### config.mk
export PLATFORM = sky130hd
export DESIGN_NAME = levinson_durbin_lpc_q13
export DESIGN_NICKNAME = d
export VERILOG_FILES = /design/src/hw/rtl/ldlpc_pkg.sv /design/src/hw/rtl/levinson_durbin_lpc_q13.sv /design/src/hw/rtl/ldlpc_ctrl.sv /design/src/hw/rtl/ldlpc_dp.sv
export VERILOG_INCLUDE_DIRS = /design/src /design/src/hw/rtl
export SDC_FILE = /design/constraint.sdc
export NUM_CORES = 2
export LEC_CHECK = 0
export ABC_CLOCK_PERIOD_IN_PS = 11240
export BUFFER_PORTS_ARGS = -buffer_cell sky130_fd_sc_hd__clkbuf_2
export CORE_MARGIN = 1
export CORE_UTILIZATION = 55
export DETAILED_ROUTE_END_ITERATION = 10
export PLACE_DENSITY = 0.71
export SKIP_LAST_GASP = 1
export SLEW_MARGIN = 20
export SYNTH_ARGS = -nofsm -noshare
export SYNTH_HDL_FRONTEND = slang
export SYNTH_HIERARCHICAL = 1
export SYNTH_SLANG_ARGS = --single-unit
### constraint.sdc
create_clock -name clk -period 11.24 [get_ports clk]
set_input_delay 0.562 -clock clk [delete_from_list [all_inputs] [get_ports clk]]
set_output_delay 0.562 -clock clk [all_outputs]
set_load 0.005 [all_outputs]
### src/hw/rtl/assert_macros.svh
// Assertion macros shared by the RTL files.
`ifndef ASSERT_MACROS_SVH
`define ASSERT_MACROS_SVH

// Implication checked on every clock edge outside reset.
`define ASSERT_IMPL(label, clk, rst_n, ante, cons, msg) \
	label: assert property (@(posedge clk) disable iff (!rst_n) (ante) |-> (cons)) \
		else $error(msg);

// Next-cycle implication.
`define ASSERT_NEXT(label, clk, rst_n, ante, cons, msg) \
	label: assert property (@(posedge clk) disable iff (!rst_n) (ante) |=> (cons)) \
		else $error(msg);

`endif

### src/hw/rtl/ldlpc_pkg.sv
// ----------------------------------------------------------------------------
// ldlpc_pkg
// Shared types and constants of the Levinson-Durbin LPC solver.
// ----------------------------------------------------------------------------
`default_nettype none
package ldlpc_pkg;
	localparam int MaxOrderDef = 10;
	localparam int OneQ13 = 8192;
	localparam int FracBits = 13;
	localparam int DivSteps = 15;
	localparam int DenShift = 16;
	localparam logic [3:0] OrderReset = 4'd10;
	localparam logic [0:0] RegOrder = 1'b0;

	typedef struct packed {
		logic signed [15:0] corr_value;
		logic corr_last;
	} corr_beat_t;

	typedef struct packed {
		logic signed [15:0] coef_value;
		logic [3:0] coef_index;
		logic coef_last;
		logic truncated;
	} coef_beat_t;

	// Datapath operations issued by the controller.
	typedef enum logic [3:0] {
		OP_NONE, OP_INIT, OP_MAC, OP_RESID, OP_CHECK, OP_DIVINIT, OP_DIVSTEP,
		OP_KSTORE, OP_UPD, OP_EMUL, OP_EUPD, OP_COPY, OP_EMIT
	} op_t;

	typedef struct packed {
		op_t op;
		logic [4:0] i;
		logic [4:0] j;
	} dp_cmd_t;

	typedef struct packed {
		logic unstable;
		logic big;
	} dp_stat_t;

	function automatic logic signed [31:0] sat32(input logic signed [63:0] x);
		if (x > 64'sd2147483647) return 32'sh7fffffff;
		if (x < -64'sd2147483648) return 32'sh80000000;
		return x[31:0];
	endfunction
endpackage
`default_nettype wire

### src/hw/rtl/levinson_durbin_lpc_q13.sv
// ----------------------------------------------------------------------------
// levinson_durbin_lpc_q13
// Fixed-point Levinson-Durbin LPC solver with Q13 coefficients.
// ----------------------------------------------------------------------------
// Usage: pulse start with corr (R[0..p], Q14) one lag per beat while busy is
// low; corr_last marks the last lag. On the last lag busy rises and the
// recursion runs: an init step, then per order i the MAC steps, the residual
// and check steps, the restoring divider with one quotient bit per cycle,
// the update steps and the error-update steps; a saturated divide skips the
// quotient steps, and an unstable step ends the recursion early. Then p
// results come out on coef with coef_strobe high, one per cycle, index 1..p,
// registered from the emit state; busy is low again in the cycle of the last
// result. The receiver cannot stall: each result is valid for exactly one
// cycle. Reset clears the sequencer, coefficient rows, error and lag count
// and sets predictor_order to 10. Configuration goes through the APB port,
// register predictor_order at address 0.
// ----------------------------------------------------------------------------
`default_nettype none
module levinson_durbin_lpc_q13 #(
	parameter int MAX_ORDER = ldlpc_pkg::MaxOrderDef
) (
	input wire logic clk,
	input wire logic arst_n,
	input wire logic start,
	output logic busy,
	input wire ldlpc_pkg::corr_beat_t corr,
	output logic coef_strobe,
	output ldlpc_pkg::coef_beat_t coef,
	input wire logic psel,
	input wire logic penable,
	input wire logic pwrite,
	input wire logic [0:0] paddr,
	input wire logic [31:0] pwdata,
	output logic [31:0] prdata,
	output logic pready
);
	import ldlpc_pkg::*;

	logic [3:0] order_q;
	logic accept;
	dp_cmd_t cmd;
	dp_stat_t stat;
	logic [4:0] p_eff;

	assign pready = 1'b1;
	assign accept = start && !busy;

	// Hold the order register.
	always_ff @(posedge clk or negedge arst_n) begin
		if (!arst_n) order_q <= OrderReset;
		else if (psel && penable && pwrite && paddr == RegOrder) order_q <= pwdata[3:0];
	end
	assign prdata = (paddr == RegOrder) ? {28'd0, order_q} : 32'd0;

	always_comb begin
		p_eff = {1'b0, order_q};
		if (p_eff == 5'd0) p_eff = 5'd1;
		if (p_eff > 5'(MAX_ORDER)) p_eff = 5'(MAX_ORDER);
	end

	ldlpc_ctrl #(.MAX_ORDER(MAX_ORDER)) u_ctrl (
		.clk(clk), .arst_n(arst_n), .frame_go(accept && corr.corr_last),
		.order(order_q), .stat(stat), .cmd(cmd), .busy(busy)
	);

	ldlpc_dp #(.MAX_ORDER(MAX_ORDER)) u_dp (
		.clk(clk), .arst_n(arst_n), .load_en(accept), .load_beat(corr), .cmd(cmd),
		.p(p_eff), .stat(stat), .res_strobe(coef_strobe), .res(coef)
	);
endmodule
`default_nettype wire

### src/hw/rtl/ldlpc_ctrl.sv
// ----------------------------------------------------------------------------
// ldlpc_ctrl
// Sequencer for lag loading, the recursion and coefficient output.
// ----------------------------------------------------------------------------
`default_nettype none
`include "assert_macros.svh"
module ldlpc_ctrl #(
	parameter int MAX_ORDER = ldlpc_pkg::MaxOrderDef
) (
	input wire logic clk,
	input wire logic arst_n,
	input wire logic frame_go,
	input wire logic [3:0] order,
	input wire ldlpc_pkg::dp_stat_t stat,
	output ldlpc_pkg::dp_cmd_t cmd,
	output logic busy
);
	import ldlpc_pkg::*;

	localparam logic [3:0] S_IDLE = 4'd0, S_INIT = 4'd1, S_MAC = 4'd2,
		S_RESID = 4'd3, S_CHECK = 4'd4, S_DIVI = 4'd5, S_DIV = 4'd6,
		S_KST = 4'd7, S_UPD = 4'd8, S_EMUL = 4'd9, S_EUPD = 4'd10,
		S_COPY = 4'd11, S_EMIT = 4'd12;

	logic [3:0] state_q;
	logic [4:0] i_q, j_q, p_q;
	logic [4:0] p_eff;

	// Clamp the order to the supported range.
	always_comb begin
		p_eff = {1'b0, order};
		if (p_eff == 5'd0) p_eff = 5'd1;
		if (p_eff > 5'(MAX_ORDER)) p_eff = 5'(MAX_ORDER);
	end

	// Step through the recursion.
	always_ff @(posedge clk or negedge arst_n) begin
		if (!arst_n) begin
			state_q <= S_IDLE;
			i_q <= '0;
			j_q <= '0;
			p_q <= 5'd1;
		end else begin
			case (state_q)
				S_IDLE: if (frame_go) begin
					state_q <= S_INIT;
					p_q <= p_eff;
				end
				S_INIT: begin
					i_q <= 5'd1;
					j_q <= 5'd1;
					state_q <= S_MAC;
				end
				S_MAC: if (j_q >= i_q) state_q <= S_RESID;
					else j_q <= j_q + 5'd1;
				S_RESID: state_q <= S_CHECK;
				S_CHECK: begin
					if (stat.unstable) begin
						state_q <= S_EMIT;
						j_q <= 5'd1;
					end else begin
						state_q <= S_DIVI;
						j_q <= '0;
					end
				end
				S_DIVI: state_q <= stat.big ? S_KST : S_DIV;
				S_DIV: begin
					if (j_q == 5'(DivSteps - 1)) state_q <= S_KST;
					j_q <= j_q + 5'd1;
				end
				S_KST: begin
					state_q <= S_UPD;
					j_q <= 5'd1;
				end
				S_UPD: if (j_q >= i_q) state_q <= S_EMUL;
					else j_q <= j_q + 5'd1;
				S_EMUL: state_q <= S_EUPD;
				S_EUPD: state_q <= S_COPY;
				S_COPY: begin
					j_q <= 5'd1;
					if (i_q >= p_q) state_q <= S_EMIT;
					else begin
						i_q <= i_q + 5'd1;
						state_q <= S_MAC;
					end
				end
				S_EMIT: begin
					if (j_q >= p_q) state_q <= S_IDLE;
					j_q <= j_q + 5'd1;
				end
				default: state_q <= S_IDLE;
			endcase
		end
	end

	// Decode the command for the datapath.
	always_comb begin
		cmd.i = i_q;
		cmd.j = j_q;
		case (state_q)
			S_INIT: cmd.op = OP_INIT;
			S_MAC: cmd.op = (j_q < i_q) ? OP_MAC : OP_NONE;
			S_RESID: cmd.op = OP_RESID;
			S_CHECK: cmd.op = OP_CHECK;
			S_DIVI: cmd.op = OP_DIVINIT;
			S_DIV: cmd.op = OP_DIVSTEP;
			S_KST: cmd.op = OP_KSTORE;
			S_UPD: cmd.op = (j_q < i_q) ? OP_UPD : OP_NONE;
			S_EMUL: cmd.op = OP_EMUL;
			S_EUPD: cmd.op = OP_EUPD;
			S_COPY: cmd.op = OP_COPY;
			S_EMIT: cmd.op = OP_EMIT;
			default: cmd.op = OP_NONE;
		endcase
		cmd.j = (state_q == S_EMIT) ? j_q : j_q;
	end

	assign busy = (state_q != S_IDLE);

	`ASSERT_NEXT(a_go_busy, clk, arst_n, frame_go && !busy, busy, "frame start not taken")
	`ASSERT_IMPL(a_i_range, clk, arst_n, busy && state_q != S_INIT, i_q <= p_q, "order overrun")
	`ASSERT_IMPL(a_emit_j, clk, arst_n, state_q == S_EMIT, j_q >= 5'd1 && j_q <= p_q,
		"emit index out of range")
endmodule
`default_nettype wire

### src/hw/rtl/ldlpc_dp.sv
// ----------------------------------------------------------------------------
// ldlpc_dp
// Lag store, coefficient rows, MAC, divider and error update.
// ----------------------------------------------------------------------------
`default_nettype none
`include "assert_macros.svh"
module ldlpc_dp #(
	parameter int MAX_ORDER = ldlpc_pkg::MaxOrderDef
) (
	input wire logic clk,
	input wire logic arst_n,
	input wire logic load_en,
	input wire ldlpc_pkg::corr_beat_t load_beat,
	input wire ldlpc_pkg::dp_cmd_t cmd,
	input wire logic [4:0] p,
	output ldlpc_pkg::dp_stat_t stat,
	output logic res_strobe,
	output ldlpc_pkg::coef_beat_t res
);
	import ldlpc_pkg::*;

	localparam int Depth = MAX_ORDER + 1;
	localparam int IW = $clog2(Depth);

	logic signed [15:0] corr_q [Depth];
	logic signed [15:0] prev_q [Depth];
	logic signed [15:0] cur_q [Depth];
	logic signed [15:0] err_q;
	logic [IW:0] load_cnt_q;
	logic signed [31:0] acc_q;
	logic neg_q, trunc_q, big_q;
	logic signed [31:0] prod_q;
	logic [32:0] rem_q;
	logic [32:0] den_q;
	logic [14:0] quo_q;
	logic signed [15:0] k_q;
	logic signed [15:0] t_q;
	logic prodv_q;

	logic [IW-1:0] ij, jj, imj;
	logic signed [31:0] mac_prod;
	logic [32:0] rem_sh;
	logic signed [31:0] upd_t;
	logic signed [31:0] kk;
	logic signed [15:0] coef_j;
	logic signed [63:0] resid_abs;
	logic unst_c;

	assign ij = cmd.i[IW-1:0];
	assign jj = cmd.j[IW-1:0];
	assign imj = IW'(cmd.i - cmd.j);
	assign mac_prod = 32'(prev_q[jj] * corr_q[imj]);
	assign rem_sh = {rem_q[31:0], 1'b0};
	assign upd_t = sat32(64'(prev_q[jj]) * OneQ13 - 64'(k_q) * 64'(prev_q[imj]));
	assign kk = 32'(k_q * k_q);
	assign coef_j = prev_q[jj];

	// Flag an unstable step from the signed residual held in the accumulator.
	assign resid_abs = (acc_q < 0) ? -64'(acc_q) : 64'(acc_q);
	assign unst_c = (cmd.i > 5'd1) && (resid_abs > 64'(err_q) * OneQ13);

	// Load lags and run the recursion steps.
	always_ff @(posedge clk or negedge arst_n) begin
		if (!arst_n) begin
			load_cnt_q <= '0;
			res_strobe <= 1'b0;
			trunc_q <= 1'b0;
			big_q <= 1'b0;
			neg_q <= 1'b0;
			err_q <= '0;
			for (int n = 0; n < Depth; n++) begin
				prev_q[n] <= '0;
				cur_q[n] <= '0;
			end
		end else begin
			res_strobe <= (cmd.op == OP_EMIT);
			if (load_en) begin
				if (load_cnt_q <= (IW+1)'(MAX_ORDER))
					corr_q[load_cnt_q[IW-1:0]] <= load_beat.corr_value;
				if (load_beat.corr_last) load_cnt_q <= '0;
				else if (load_cnt_q <= (IW+1)'(MAX_ORDER)) load_cnt_q <= load_cnt_q + 1'b1;
			end
			case (cmd.op)
				OP_INIT: begin
					for (int n = 0; n < Depth; n++) begin
						prev_q[n] <= '0;
						cur_q[n] <= '0;
					end
					err_q <= corr_q[0];
					trunc_q <= 1'b0;
					acc_q <= '0;
				end
				OP_MAC: prod_q <= mac_prod;
				OP_RESID: acc_q <= sat32(64'(corr_q[ij]) * OneQ13 - 64'(acc_q));
				OP_CHECK: begin
					trunc_q <= unst_c;
					if (acc_q < 0) begin
						neg_q <= 1'b1;
						acc_q <= sat32(-64'(acc_q));
					end else begin
						neg_q <= 1'b0;
					end
				end
				OP_DIVINIT: begin
					rem_q <= {1'b0, sat32(64'(acc_q) * 2)} >> 1;
					den_q <= 33'(64'(err_q) * 65536 >>> 1);
					big_q <= (64'(sat32(64'(acc_q) * 2)) >= 64'(err_q) * 65536);
					quo_q <= '0;
				end
				OP_DIVSTEP: begin
					if ($signed(rem_sh) >= $signed(den_q)) begin
						rem_q <= rem_sh - den_q;
						quo_q <= {quo_q[13:0], 1'b1};
					end else begin
						rem_q <= rem_sh;
						quo_q <= {quo_q[13:0], 1'b0};
					end
				end
				OP_KSTORE: begin
					if (big_q) begin
						k_q <= neg_q ? -16'sd32767 : 16'sd32767;
						cur_q[ij] <= neg_q ? -16'sd32767 : 16'sd32767;
					end else begin
						k_q <= neg_q ? -$signed({1'b0, quo_q}) : $signed({1'b0, quo_q});
						cur_q[ij] <= neg_q ? -$signed({1'b0, quo_q}) : $signed({1'b0, quo_q});
					end
				end
				OP_UPD: cur_q[jj] <= upd_t[28:13];
				OP_EMUL: t_q <= 16'(sat32(64'(OneQ13) - 64'(kk >>> FracBits)));
				OP_EUPD: err_q <= 16'((32'(err_q) * 32'(t_q)) >>> FracBits);
				OP_COPY: begin
					for (int n = 0; n < Depth; n++) prev_q[n] <= cur_q[n];
					acc_q <= '0;
				end
				OP_EMIT: begin
					res.coef_value <= (coef_j == -16'sd32768) ? 16'sd32767 : -coef_j;
					res.coef_index <= cmd.j[3:0];
					res.coef_last <= (cmd.j == p);
					res.truncated <= trunc_q;
				end
				default: ;
			endcase
			// Accumulate the product from the previous MAC cycle.
			if (cmd.op == OP_MAC && cmd.j > 5'd1 || cmd.op == OP_NONE && cmd.i != 5'd0
				&& cmd.j == cmd.i && cmd.j > 5'd1 && !res_strobe && prodv_q)
				acc_q <= sat32(64'(acc_q) + 64'(prod_q));
		end
	end

	// Mark a pending MAC product.
	always_ff @(posedge clk or negedge arst_n) begin
		if (!arst_n) prodv_q <= 1'b0;
		else prodv_q <= (cmd.op == OP_MAC);
	end

	assign stat.unstable = unst_c;
	assign stat.big = (64'(sat32(64'(acc_q) * 2)) >= 64'(err_q) * 65536);

	`ASSERT_NEXT(a_emit_strobe, clk, arst_n, cmd.op == OP_EMIT, res_strobe, "result lost")
	`ASSERT_IMPL(a_load_cnt, clk, arst_n, 1'b1, load_cnt_q <= (IW+1)'(Depth), "load overrun")
	`ASSERT_NEXT(a_init_trunc, clk, arst_n, cmd.op == OP_INIT, !trunc_q, "stale truncate")
endmodule
`default_nettype wire

After elaboration in Yosys (flattened, before gate mapping)
Memory sizes are Yosys's and may differ from the RTL's.
Index checks and enable logic that the tools add are counted.
W data, S select, Z words.
{"block": "word_totals", "register_bits": 582, "ramBits": 176, "input_bits": 56, "output_inout_bits": 57, "word_cells": 293, "mem_count": 1}
{"name": "u_dp.corr_q", "words": 11, "width": 16, "rd": 3, "rd_clocked_by_memory_dff": 0, "wr": 1, "line_no": "ldlpc_dp.sv:25", "source": "logic signed [15:0] corr_q [Depth];"}
{"block": "op_classes", "n_addsub": 12, "n_mul": 4, "order_cmp": 30, "eq_ne": 36, "muxes": 113, "bitwise_logic": 4, "reduce_logical": 48}
{"operator": "$mux W32", "count": 22}
{"operator": "$bwmux W176", "count": 3}
{"operator": "$pmux W176 S3", "count": 1}
{"operator": "$pmux W176 S2", "count": 1}
{"operator": "$mux W16", "count": 13}
{"operator": "$gt A64 B32 Y1 const B", "count": 3}
{"operator": "$lt A64 B32 Y1 const B", "count": 3}
{"operator": "$mux W176", "count": 1}
{"operator": "$bmux W16 S4", "count": 2}
{"operator": "$demux W16 S4", "count": 2}
{"operator": "$mux W29", "count": 4}
{"operator": "$mul A16 B16 Y32", "count": 3}
{"operator": "$pmux W32 S3", "count": 1}
{"operator": "$gt A33 B32 Y1 const B", "count": 2}
{"operator": "$lt A33 B32 Y1 const B", "count": 2}
{"operator": "$sub A29 B32 Y33", "count": 2}
{"operator": "$ge A32 B32 Y1", "count": 2}
{"operator": "$gt A64 B29 Y1", "count": 1}
{"operator": "$mux W64", "count": 1}
{"operator": "$neg A32 Y64", "count": 1}
{"operator": "$pmux W32 S2", "count": 1}
{"operator": "$pmux W4 S13", "count": 1}
{"operator": "$pmux W4 S12", "count": 1}
{"operator": "$eq A4 B4 Y1 const B", "count": 10}
{"operator": "52 further kinds", "count": 164}

Logic depth before layout (Yosys ltp)
{"block": "depth", "depth_word": 16, "mapped_depth": 42, "depth_no_buf": 34}

Hierarchy
The synthesis kept the hierarchy.
{"mod": "ldlpc_dp", "instances": 1, "cells_per_inst": 7841, "area_per_inst_um2": 78471.5, "seq_area_each_um2": 20179.4}
{"mod": "ldlpc_ctrl", "instances": 1, "cells_per_inst": 161, "area_per_inst_um2": 1400.1, "seq_area_each_um2": 451.7}
{"mod": "levinson_durbin_lpc_q13", "instances": 1, "cells_per_inst": 52, "area_per_inst_um2": 474.2, "seq_area_each_um2": 102.6}

Worst setup path after synthesis
Ideal clock, no wire load.
{"block": "synth_timing", "path_type": "register to register", "from": "reg u_ctrl.j_q[2]", "to": "reg u_dp/cur_q[133] in the netlist's numbering", "setup_ns": 0.143, "arrival_time_ns": 10.211, "required_ns": 11.097, "setup_slack_ns": 0.886, "path_stages_with_launch": 38, "path_buffers": 8, "synth_period_minus_slack_ns": 10.354, "cell_sequence": "dfrtp_1 > inv_1 > clkbuf_1 > clkbuf_1 > ha_1 > a21o_1 > xnor2_1 > clkbuf_1 > clkbuf_1 > a21oi_1 > o21ai_1 > clkbuf_1 > nand2_1 > fa_1 > inv_1 > fa_1 > fa_1 > inv_1 > [... 2 more ...] > inv_1 > fa_1 > inv_1 > ha_1 > clkbuf_1 > a21o_1 > a31oi_1 > o221ai_1 > a21oi_1 > o31ai_1 > a311oi_1 > o311a_1 > nor3_1 > xnor2_1 > clkbuf_1 > maj3_1 > clkbuf_1 > o221ai_1"}
{"block": "synth_between", "elab_chain_len": 14, "elab_cells_between_ends": 34, "cone_classes": "add/sub: 2; mul: 1; order compare: 5; eq/ne: 3; mux: 19; bitwise: 2; reduce/logical: 2"}
{"item": "start, declared", "line_no": "ldlpc_ctrl.sv:26", "source": "logic [4:0] i_q, j_q, p_q;"}
{"item": "start signal, assigned", "line_no": "ldlpc_ctrl.sv:55", "source": "else j_q <= j_q + 5'd1;"}
{"item": "start signal, assigned", "line_no": "ldlpc_ctrl.sv:69", "source": "j_q <= j_q + 5'd1;"}
{"item": "start signal, assigned", "line_no": "ldlpc_ctrl.sv:76", "source": "else j_q <= j_q + 5'd1;"}
{"item": "$sub A4 B4 Y4", "line_no": "ldlpc_dp.sv:51", "source": "assign imj = IW'(cmd.i - cmd.j);"}
{"item": "$not A4 Y5 (not written as such)", "line_no": "ldlpc_dp.sv:54", "source": "assign upd_t = sat32(64'(prev_q[jj]) * OneQ13 - 64'(k_q) * 64'(prev_q[imj]));"}
{"item": "$bmux W16 S4", "line_no": "ldlpc_dp.sv:54"}
{"item": "$mux W16 (not written as such) (2 in a row)", "line_no": "ldlpc_dp.sv:54"}
{"item": "$mul A16 B16 Y32", "line_no": "ldlpc_dp.sv:54"}
{"item": "$sub A29 B32 Y33", "line_no": "ldlpc_dp.sv:54"}
{"item": "$lt A33 B32 Y1", "line_no": "ldlpc_pkg.sv:46", "source": "if (x < -64'sd2147483648) return 32'sh80000000;"}
{"item": "$mux W1 (2 in a row)", "line_no": "ldlpc_pkg.sv:46"}
{"item": "$mux W29", "line_no": "ldlpc_pkg.sv:47", "source": "return x[31:0];"}
{"item": "$mux W29", "line_no": "ldlpc_pkg.sv:46"}
{"item": "$bwmux W176", "line_no": "ldlpc_dp.sv:128", "source": "OP_UPD: cur_q[jj] <= upd_t[28:13];"}
{"item": "$pmux W176 S3", "line_no": "ldlpc_dp.sv:83", "source": "case (cmd.op)"}
{"item": "end signal, assigned by index", "line_no": "ldlpc_dp.sv:122", "source": "cur_q[ij] <= neg_q ? -16'sd32767 : 16'sd32767;"}
{"item": "end signal, assigned by index", "line_no": "ldlpc_dp.sv:125", "source": "cur_q[ij] <= neg_q ? -$signed({1'b0, quo_q}) : $signed({1'b0, quo_q});"}
{"item": "end signal, assigned by index", "line_no": "ldlpc_dp.sv:128"}
{"item": "end, declared", "line_no": "ldlpc_dp.sv:27", "source": "logic signed [15:0] cur_q [Depth];"}
Several ways; a longest one is shown, not always the timed one. The select of a mux whose other input is x is not followed.
A chain may end at the register's enable or synchronous reset.

Worst setup path in the final report
{"block": "layout_timing", "from": "reg u_ctrl.i_q[0]", "to": "reg u_dp/cur_q[109] in the netlist's numbering"}
{"block": "layout_between", "elab_chain_len": 14, "elab_cells_between_ends": 34, "cone_classes": "add/sub: 2; mul: 1; order compare: 5; eq/ne: 3; mux: 19; bitwise: 2; reduce/logical: 2"}
{"item": "start, declared", "line_no": "ldlpc_ctrl.sv:26"}
{"item": "start signal, assigned", "line_no": "ldlpc_ctrl.sv:83", "source": "i_q <= i_q + 5'd1;"}
{"item": "$sub A4 B4 Y4", "line_no": "ldlpc_dp.sv:51"}
{"item": "$not A4 Y5 (not written as such)", "line_no": "ldlpc_dp.sv:54"}
{"item": "$bmux W16 S4", "line_no": "ldlpc_dp.sv:54"}
{"item": "$mux W16 (not written as such) (2 in a row)", "line_no": "ldlpc_dp.sv:54"}
{"item": "$mul A16 B16 Y32", "line_no": "ldlpc_dp.sv:54"}
{"item": "$sub A29 B32 Y33", "line_no": "ldlpc_dp.sv:54"}
{"item": "$lt A33 B32 Y1", "line_no": "ldlpc_pkg.sv:46"}
{"item": "$mux W1 (2 in a row)", "line_no": "ldlpc_pkg.sv:46"}
{"item": "$mux W29", "line_no": "ldlpc_pkg.sv:47"}
{"item": "$mux W29", "line_no": "ldlpc_pkg.sv:46"}
{"item": "$bwmux W176", "line_no": "ldlpc_dp.sv:128"}
{"item": "$pmux W176 S3", "line_no": "ldlpc_dp.sv:83"}
Several ways; a longest one is shown, not always the timed one. The select of a mux whose other input is x is not followed.

==> results.md <==
* Avg Synthesized Cell Area at between 9 and 10 µm²
* Hold EP: order_q[2]
* Fmax at roughly 0.092 GHz
* TritonRoute pass-1 iters at 9
* Core Rows at roughly 140
* Worst Hold Launch: pwdata[2]
* Max-slew violations at 0
* Final worst clock skew at approximately 38 ps
* R2R Setup Slk at 340 ps
* Hold path cells at 2
* First-pass GRT wire length at 359.4 mm
* Most common cell after layout, fill and taps aside: inv_1
* Fill cells at between 10,000 and 15,000
* Post-Place Worst Slack at about 470 ps
* Worst hold slack at approximately 62 ps
* Wire length on met3 at between 20 and 25 mm
* Routed wl met2 at approximately 110 mm
* CP Capture Type: flip-flop
* CTS Buf Count at 85
* Final Routed Wirelength at between 200 and 250 mm
* Sequential area share after synthesis at roughly a quarter
* Worst path max stage delay at between 1000 and 1500 ps
* Total grt overflow at 0
* Final Hold Fails at 0
* Die H at approximately 380 µm
* Largest net degree at the start of global routing at about 180
* MaxCap Viol Count at 0
* Core Region at ~140,000 µm²
* Vias in the first global route at 63,170
* TritonCTS clock tree: yes
* Clock transition at path regs at about 60 ps
* Initial antenna violation count at 14
* Layout net count at 9,552
* Syn. warnings at 6
* DRT iter0 DRCs at between 5,000 and 6,000
* Via count at approximately 60,000
* DRT met1 WL at 88.39 mm
* Startpoint Class: flip-flop
* Vias per inst at 6.097
* Dominant synthesized flop cell: dfrtp_1
* Synth Register Bits at about 760
* Cell taking the most area after synthesis: fa_1
* Status: complete, no violations
* Final TNS setup at 0 ps
* Util after Layout at approximately 59%
* Worst path required time at roughly 12,000 ps
* Crit path kind: reg2reg
* Input/output buffers at 55
* Reg-to-Reg End: u_dp/cur_q[109]
* Routed WL per cell at between 20 and 25 µm
* CTS Root Buffer Type: clkbuf_16
* GP Congestion at between 0.9 and 1
* Share of the synthesized area in the top cell type at about 25%
* Actual slew at the worst max-slew pin at between 1000 and 1500 ps
* CTS Sinks at ~760
* Critical path data arrival time at 11,440 ps
* Final Worst Setup Slack at 341.6 ps
* Yosys cell types at 90
* H-Tree Depth at 3
* Critical path's slowest cell: fa_4
* Max Root-Sink Buffers at 3
* Die W at 384.2 µm
* RSZ-0062 raised after global routing: false
* Setup violators final at 0
* Multi-input logic area at about 53,000 µm²
* Final Cycle Share at a little over nine tenths
* Dpl hpwl at roughly 170 mm
* Normalized max-slew margin at around 20%
* Ports at roughly 110
* EDFF count, synth at ~360
* Synth top area cells: fa_1 (25%), edfxtp_1 (13%), dfrtp_1 (12%)
* FF-to-FF Start: u_ctrl/i_q[0]
* Commonest cells after routing, fill and taps aside: inv_1 (1,319), fa_1 (1,017), nand2_1 (840)
* Most common cell on crit path: inv_1
* Die ar. at between 100,000 and 150,000 µm²
* Share of cells above drive strength 1 at ~7.4%
* Max Fanout on Critical Path at 19
* Initial Util at around 56%
* Reg area at slightly above 20,000 µm²
* Tightest Hold Check Type: in2reg
* Top routing layer used: met5
* Area grow syn2layout at 6.634%
* Cells after Synth at approximately 8,000
* Clk_lat worst skew at between 700 and 800 ps
* FF-to-FF path depth at 35
* Antenna Violating Nets Remaining at 0
* Synthesized cell area at about 80,000 µm²
* Drc violations at 0
* All-layer global routing usage at 31.56%
* Ys async rst share at a little over half
* Min Tclk post-route at 10,900 ps
[worst max-delay path, delay by kind of cell (launching register included)]
kind	cells	cell delay, ps
adders and majority gates	10	4940
AOI/OAI and AO/OA	9	2770
buffers and inverters	10	1250
and+or+nand+nor	4	610
DFF	1	570
muxes	1	340
xor gates and xnor gates	1	170
[cells by family after synthesis]
family	after synthesis	synth area share, %
xor gates and xnor gates	228	2.495
buffers and inverters	1766	8.433
adders and majority gates	1580	34.02
muxes	289	5.659
AOI/OAI and AO/OA	1354	11.40
other	2	0.009347
and+or+nand+nor	2078	12.18
DFF	757	25.81
[metrics by stage]
stage          std cells  cell area, µm²
2_1_floorplan       8082           80450
3_3_place_gp        9760           82770
3_5_place_dp        9760           82770
4_1_cts             9917           85620
5_1_grt             9926           85680
6_report            9926           85680
[metal layers]
metal / track usage (%) / up-vias
li1: - / 26560
met1: 41.12 / 30530
met2: 51.22 / 2918
met3: 6.559 / 495
met4: 13.39 / 4
met5: 0 / -
[Yosys cell counts (11+ instances only)]
library cell,number
inv_1,1319
fa_1,1018
nand2_1,840
ha_1,532
nor2_1,434
dfrtp_1,397
clkbuf_1,363
edfxtp_1,357
a21oi_1,322
and2_1,300
o21ai_0,252
a22o_1,177
xnor2_1,176
mux4_2,128
o221ai_1,128
mux2i_1,122
a21o_1,94
a22oi_1,87
nor3_1,76
nor4_1,65
nand3_1,64
nor2b_1,59
nand2b_1,55
xor2_1,51
nand4_1,46
a31oi_1,42
mux2_2,37
a211oi_1,35
buf_1,32
buf_4,30
maj3_1,30
o21a_1,30
and3_1,29
or3_1,29
o22ai_1,21
or2_2,18
o211ai_1,17
o21bai_1,16
o22a_1,16
o21ai_1,15
buf_2,14
o31ai_1,14
a211o_1,11
a21boi_0,11
or4_1,11
[area by class of cell]
cell class / instances / share of cell area (%)
antenna: 8 / 0.02337
multi-input combinational: 5559 / 62.06
sequential: 757 / 24.21
clock buffer: 118 / 2.807
tap: 1903 / 2.779
timing repair buffer: 219 / 1.811
clock inverter: 38 / 0.5082
inverter: 1324 / 5.801
[flip-flops by register name (all words and copies together), names as in the netlist]
| register | count |
|---|---|
| u_dp/neg_q | 1 |
| u_ctrl/i_q | 5 |
| u_dp/den_q | 16 |
| u_dp/trunc_q | 1 |
| u_dp/res_strobe | 1 |
| u_dp/big_q | 1 |
| u_dp/load_cnt_q | 5 |
| u_ctrl/state_q | 4 |
| u_dp/rem_q | 32 |
| u_dp/prev_q | 176 |
| order_q | 4 |
| u_dp/acc_q | 32 |
| u_dp/t_q | 16 |
| u_ctrl/j_q | 5 |
| u_dp/quo_q | 15 |
| u_dp/prod_q | 32 |
| u_dp/corr_q | 176 |
| u_dp/res | 22 |
| u_dp/prodv_q | 1 |
| u_ctrl/p_q | 4 |
| u_dp/k_q | 16 |
| u_dp/cur_q | 176 |
| u_dp/err_q | 16 |
[worst max path at each step]
stage	start	end	slack [ps]
2_1_floorplan	u_ctrl/j_q[2]	u_dp/cur_q[133]	890
3_3_place_gp	u_ctrl/i_q[0]	u_dp/cur_q[103]	560
3_5_place_dp	u_ctrl/i_q[0]	u_dp/cur_q[7]	470
4_1_cts	u_ctrl/i_q[0]	u_dp/cur_q[7]	410
5_1_grt	u_ctrl/i_q[0]	u_dp/cur_q[109]	10
6_report	u_ctrl/i_q[0]	u_dp/cur_q[109]	340
[repair_timing]
action,CTS,global route
hold buffers,1,0
setup endpoints to repair,0,1
setup buffers,0,0
gates resized for setup,0,1
endpoints found under the hold margin,102,0
Power is left out: the tool's default activity adds up to more than one toggle a clock period on the data nets, which glitch-free logic cannot reach.
